$ cat config.mk
export PLATFORM = sky130hd
export DESIGN_NAME = mdgb_div_cell
export DESIGN_NICKNAME = d
export VERILOG_FILES = /design/src/hw/rtl/mdgb_pkg.sv /design/src/hw/rtl/mdgb_div_cell.sv
export SDC_FILE = /design/constraint.sdc
export NUM_CORES = 1
export LEC_CHECK = 0
export BUFFER_PORTS_ARGS = -buffer_cell sky130_fd_sc_hd__buf_2
export CAP_MARGIN = 25
export CORE_ASPECT_RATIO = 1.25
export CORE_MARGIN = 4
export CORE_UTILIZATION = 42
export DETAILED_ROUTE_END_ITERATION = 12
export PLACE_DENSITY = 0.78
export SLEW_MARGIN = 20
export SYNTH_ARGS = -nofsm -noshare
export SYNTH_HDL_FRONTEND = slang
export SYNTH_SLANG_ARGS = --single-unit
$ cat constraint.sdc
create_clock -name clk -period 2.7 [get_ports clk]
set_clock_uncertainty 0.2 [all_clocks]
set_input_delay 0.54 -clock clk [delete_from_list [all_inputs] [get_ports clk]]
set_output_delay 0.54 -clock clk [all_outputs]
set_load 0.05 [all_outputs]
$ cat src/hw/rtl/mdgb_pkg.sv
package mdgb_pkg;

  localparam int DEPTH_W    = 16;
  localparam int DIM_W      = 11;
  localparam int SUM_W      = 22;
  localparam int WSUM_W     = 7;
  localparam int WGT_W      = 4;
  localparam int TAPS       = 25;
  localparam int TAP_W      = 5;
  localparam int KSIZE      = 5;
  localparam int KCOL_W     = 3;
  localparam int CENTER_TAP = 12;
  localparam int DIV_STEPS  = 16;
  localparam int CFG_IDX_W  = 2;
  localparam int CFG_DATA_W = 16;

  localparam logic CMD_PIXEL = 1'b0;
  localparam logic CMD_FLUSH = 1'b1;

  localparam logic [CFG_IDX_W-1:0] REG_FRAME_WIDTH   = 2'd0;
  localparam logic [CFG_IDX_W-1:0] REG_FRAME_HEIGHT  = 2'd1;
  localparam logic [CFG_IDX_W-1:0] REG_INVALID_DEPTH = 2'd2;

  typedef enum logic [2:0] {
    ST_IDLE,
    ST_ADDR,
    ST_READ,
    ST_WAIT,
    ST_CALC,
    ST_DIV,
    ST_FIN
  } blur_state_t;

  // one step of the restoring divider; quotient bits shift into dvd
  typedef struct packed {
    logic                valid;
    logic [WSUM_W-1:0]   rem;
    logic [DEPTH_W-1:0]  dvd;
    logic [WSUM_W-1:0]   div;
  } div_cell_t;

  function automatic logic [WGT_W-1:0] kernel_weight(input logic [TAP_W-1:0] tap);
    logic [WGT_W-1:0] w;
    case (tap)
      5'd6, 5'd8, 5'd16, 5'd18: w = 4'd3;
      5'd7, 5'd11, 5'd13, 5'd17: w = 4'd5;
      5'd12:                     w = 4'd10;
      default:                   w = 4'd1;
    endcase
    return w;
  endfunction

endpackage

$ cat src/hw/rtl/mdgb_div_cell.sv
module mdgb_div_cell import mdgb_pkg::*; (
  input  logic      clk,
  input  logic      rst,
  input  div_cell_t prev,
  output div_cell_t cur
);

  logic [WSUM_W:0]    trial;
  logic               ge;
  logic [WSUM_W-1:0]  rem_next;
  logic [DEPTH_W-1:0] dvd_next;

  always_comb begin
    trial    = {prev.rem, prev.dvd[DEPTH_W-1]};
    ge       = trial >= {1'b0, prev.div};
    rem_next = ge ? WSUM_W'(trial - {1'b0, prev.div}) : WSUM_W'(trial);
    dvd_next = {prev.dvd[DEPTH_W-2:0], ge};
  end

  always_ff @(posedge clk) begin
    if (rst) begin
      cur.valid <= 1'b0;
    end else begin
      cur.valid <= prev.valid;
    end
    cur.rem <= rem_next;
    cur.dvd <= dvd_next;
    cur.div <= prev.div;
  end

endmodule

Word level (Yosys, flattened, before mapping) --
Cells that the tools add are included.
Operators by class: $lt $le $gt $ge 1, multiply operators 0, shifts and indexed selects 0, add/sub/neg operators 1, multiplexer cells 1, bitwise operators 0, reductions and logical operators 0, divide/modulo/power cells 0, equality and inequality tests 0
Operators with widths (number):
- $ge A8 B7 Y1 | 1
- $mux W7 | 1
- $sub A7 B7 Y7 | 1
Storage, ports and cells: memory bits (writable) 0, register bits after elaboration 31, word-level logic and storage cells 7, memory bits (read-only) 0, output and inout bits 31, input port bits 33, memories 0, bits in latches 0

Logic depth before layout (Yosys ltp) --
word-level depth 2, gate-level depth with buffers 8, mapped depth without buffers 8

Worst setup path before layout --
Ideal clock, no wire load.
path kind input-to-reg, start point input port prev[22] in the netlist's numbering, end point register cur[25] in the netlist's numbering, setup time 0.121 ns, setup slack 0.307 ns, path buffers 0, arrival time 2.072 ns, stages on the path 8, required time 2.379 ns, path through inv_1 ha_1 fa_1 nand2b_1 a21oi_4 o221ai_2 nand2_4 mux2_4
On the way: longest elaborated chain between the ends 2, elaborated cells between the ends (all ways) 3, classes of those cells add/sub: 1; order compare: 1; mux: 1
Ends and longest elaborated chain:
- from (decl) | RTL line mdgb_div_cell.sv:4 | input div_cell_t prev,
- $ge A8 B7 Y1 | RTL line mdgb_div_cell.sv:15 | ge = trial >= {1'b0, prev.div};
- via ge | RTL line mdgb_div_cell.sv:9 | logic ge;
- $mux W7 | RTL line mdgb_div_cell.sv:16 | rem_next = ge ? WSUM_W'(trial - {1'b0, prev.div}) : WSUM_W'(trial);
- via rem_next[2] | RTL line mdgb_div_cell.sv:10 | logic [WSUM_W-1:0] rem_next;
- to (decl) | RTL line mdgb_div_cell.sv:5 | output div_cell_t cur
The timed path passes the listed nets, and every way through them passes these cells. A chain may end at the register's enable or synchronous reset.

Final worst setup path --
start point input port prev[0] in the netlist's numbering, end point register cur[28] in the netlist's numbering
Same word-level chain as after synthesis.

==> summary.txt <==
Status
  • Outcome: complete, no violations

Placed design
  • Port bufs: 63
  • Final HPWL DP: approximately 2100 um
  • Placement Cell Area: between 1000 and 1500 um2
  • Worst slack, placed: roughly 94 ps
  • Routability cong.: 0.705

Route
  • Drt via density: about 4.6
  • Post-Route WL: 2510 um
  • DR vias: 893
  • DRT antenna net count: 0
  • Residual DRC: 0
  • Pre-antenna DRT Iters: 4
  • Drt initial violations: 6
  • Wire per inst: about 13 um

Yosys
  • Count leader, synth: dfxtp_1
  • Gate count of the mapped netlist: 90
  • Number of synthesized flops with an enable pin: 0
  • Post-synth top area share: 56.9%
  • Synth top area cells: dfxtp_1, ha_1, mux2_4
  • Synth Register Bits: 31
  • Post-synthesis sequential area ratio: between 50% and 60%
  • Post-Syn Nets: 131
  • Synthesized area: ~1100 um2
  • Yosys cell types: 26
  • Area leader, netlist: dfxtp_1
  • Synth cell count leaders: dfxtp_1, inv_1, ha_1, nor2_1, mux2_4
  • Synthesis Warnings: 0
  • Most used DFF post-synth: dfxtp_1
  • Post-synth ARST share: 0%
  • Syn avg cell area: approximately 12 um2

Die
  • Die Span Y: roughly 65 um
  • Rows: 20
  • Top Ports: between 60 and 70
  • Initial Utilization: 44.5%
  • Core area: between 2000 and 2500 um2
  • Die area: around 3500 um2
  • Chip Width: approximately 54 um

Setup path
  • Critical Path Start Type: input pin
  • Crit Path Class: input pin to flop
  • Worst path bufs/invs: 1
  • Kind of cell adding the most delay to the critical path: adder cells
  • WP depth: 8
  • Req. time, crit path: around 2700 ps
  • Worst stage delay on the critical path: ~390 ps
  • Crit-path cells: buf_2 > ha_1 > fa_1 > nand2b_1 > a21oi_4 > o221ai_2 > nand2_4 > mux2_4
  • CP arrival: around 2300 ps
  • Critical Path Sink Type: flop
  • CP max stage cell: fa_1
  • Max Fanout on Critical Path: 8

Final layout
  • NumNets Final: 201
  • Storage cell area: ~620 um2
  • Biggest register: cur
  • Multi-input combinational cell area: 433 um2
  • Design area: approximately 1500 um2
  • Max FFs per register: 31
  • Biggest regs: cur: 31 flops
  • Syn-to-layout area delta: 40.6%
  • Share of cells above drive strength 1: a little over 50%
  • Ant. Diodes: 0
  • # fillers: 202

Clock tree
  • Num Clock Sinks: 31
  • CTS H-tree lvls: 2
  • Post-CTS setup repair buffer count: 0
  • Cts hold-fix bufs: 0
  • CTS tree: built
  • Clock Path Buffers: 2
  • Reg clk slew, reported paths: approximately 90 ps
  • Resized cells post-CTS: 0
  • Clock Tree Root: clkbuf_4
  • Total CTS buffers: 5

STA
  • Fin worst setup slack: roughly 430 ps
  • Tcrit/Tclk final: around 84%
  • Crit path time final: 2270 ps
  • Final setup viols: 0
  • Fin. Hold Viols: 0
  • Worst-Margin Slew: around 270 ps
  • Hold slack final: between 100 and 150 ps
  • Slew HR: between 80% and 90%
  • Fmax: 440 MHz
  • Slew Limit Fails: 0
  • RSZ-0062 raised after global routing: false
  • TNS Setup: 0 ps

Worst hold path
  • Hold crit path type: input pin to flop
  • Worst Hold Endpoint: cur[16]$_DFF_P_
  • Worst Hold Depth: 1
  • Hold Path Origin: prev[15]

Run
  • Max cap viols: 0

Global route
  • Initial antenna violation count: 0
  • Total grt overflow: 0
  • Total GRT Usage: between 10% and 20%
  • Vias in the first global route: slightly above 900
  • Largest net degree at the start of global routing: 11
  • First-pass GRT wire length: around 4000 um

Pwr
  • Sequential share of power: between 40% and 50%
  • Worst vdd ir: around 440 uV
  • Total power: 1.19 mW
  • Switching Share: between 30% and 40%
  • Net Sw Power: around 370 uW
  • Leakage: between 0.8 and 0.9 nW
  • Internal power: ~820 uW
  • PwrDens: between 700 and 800 nW/um2
  • Clk pwr share: 30.3%
  • Combinational Power Share: between 20% and 30%
-- worst max path at each step --
stage | from | end | slack [ps]
floorplan | prev[22] | cur[25]$_DFF_P_ | 310
global placement | prev[0] | cur[25]$_DFF_P_ | 150
detailed placement | prev[0] | cur[28]$_DFF_P_ | 90
CTS | prev[0] | cur[28]$_DFF_P_ | 440
global route | prev[22] | cur[28]$_DFF_P_ | 370
finish | prev[0] | cur[28]$_DFF_P_ | 430
-- cells in the final DEF (no fill, tap or decap), types with 2 or more instances in the layout --
cell and instances:
buf_2 63, nor3_1 2, nand2_1 2, mux2i_1 3
nor2_1 7, dfxtp_1 31, inv_1 10, nor2b_1 3
a221oi_1 2, nand2b_1 2, clkbuf_4 5, mux2_4 5
ha_1 7, nand3_1 2
-- through the flow --
step | cells | util [%]
6_report | 194 | 62.6
5_1_grt | 194 | 62.6
4_1_cts | 194 | 62.6
3_5_place_dp | 186 | 59.0
3_3_place_gp | 186 | 59.0
2_1_floorplan | 90 | -
-- layout make-up --
| class | instances | area share [%] |
|---|---|---|
| clock buffers | 6 | 3.34 |
| flip-flops and latches | 31 | 40.5 |
| well taps | 33 | 2.69 |
| clock inverters | 2 | 2.28 |
| inverters | 10 | 2.45 |
| multi-input cells | 49 | 28.2 |
| repair buffers | 63 | 20.6 |
-- layer usage --
metal,global-route usage (%),wire length (um),part of all wire [%],up-vias
li1,-,-,-,440
met1,12.8,819,33,399
met2,29.8,1330,53,50
met3,5.98,307,12,4
met4,8.63,43,1.7,0
met5,0,0,0,-
-- power groups by stage --
stage | Sequential (mW) | Clock (mW) | Combinational [mW]
after floorplan | 0.658 | 0 | 0.102
after global placement | 0.514 | 0 | 0.319
after detailed placement | 0.516 | 0 | 0.327
after CTS | 0.505 | 0.372 | 0.328
after global routing | 0.508 | 0.396 | 0.347
final | 0.504 | 0.361 | 0.325
-- cell families (layout without fill, tap and decap cells) --
kind of cell    count (synthesis)  after routing  share of synthesized area [%]
flops                          31             31                           56.9
buf+inv                        10             81                           3.44
simple gates                   21             21                           9.98
xor+xnor                        2              2                           1.61
compound gates                 10             10                           8.60
mux                             8              8                           9.63
fa+ha+maj                       8              8                           9.86
Note: power is estimated with default switching activity, not from simulation.
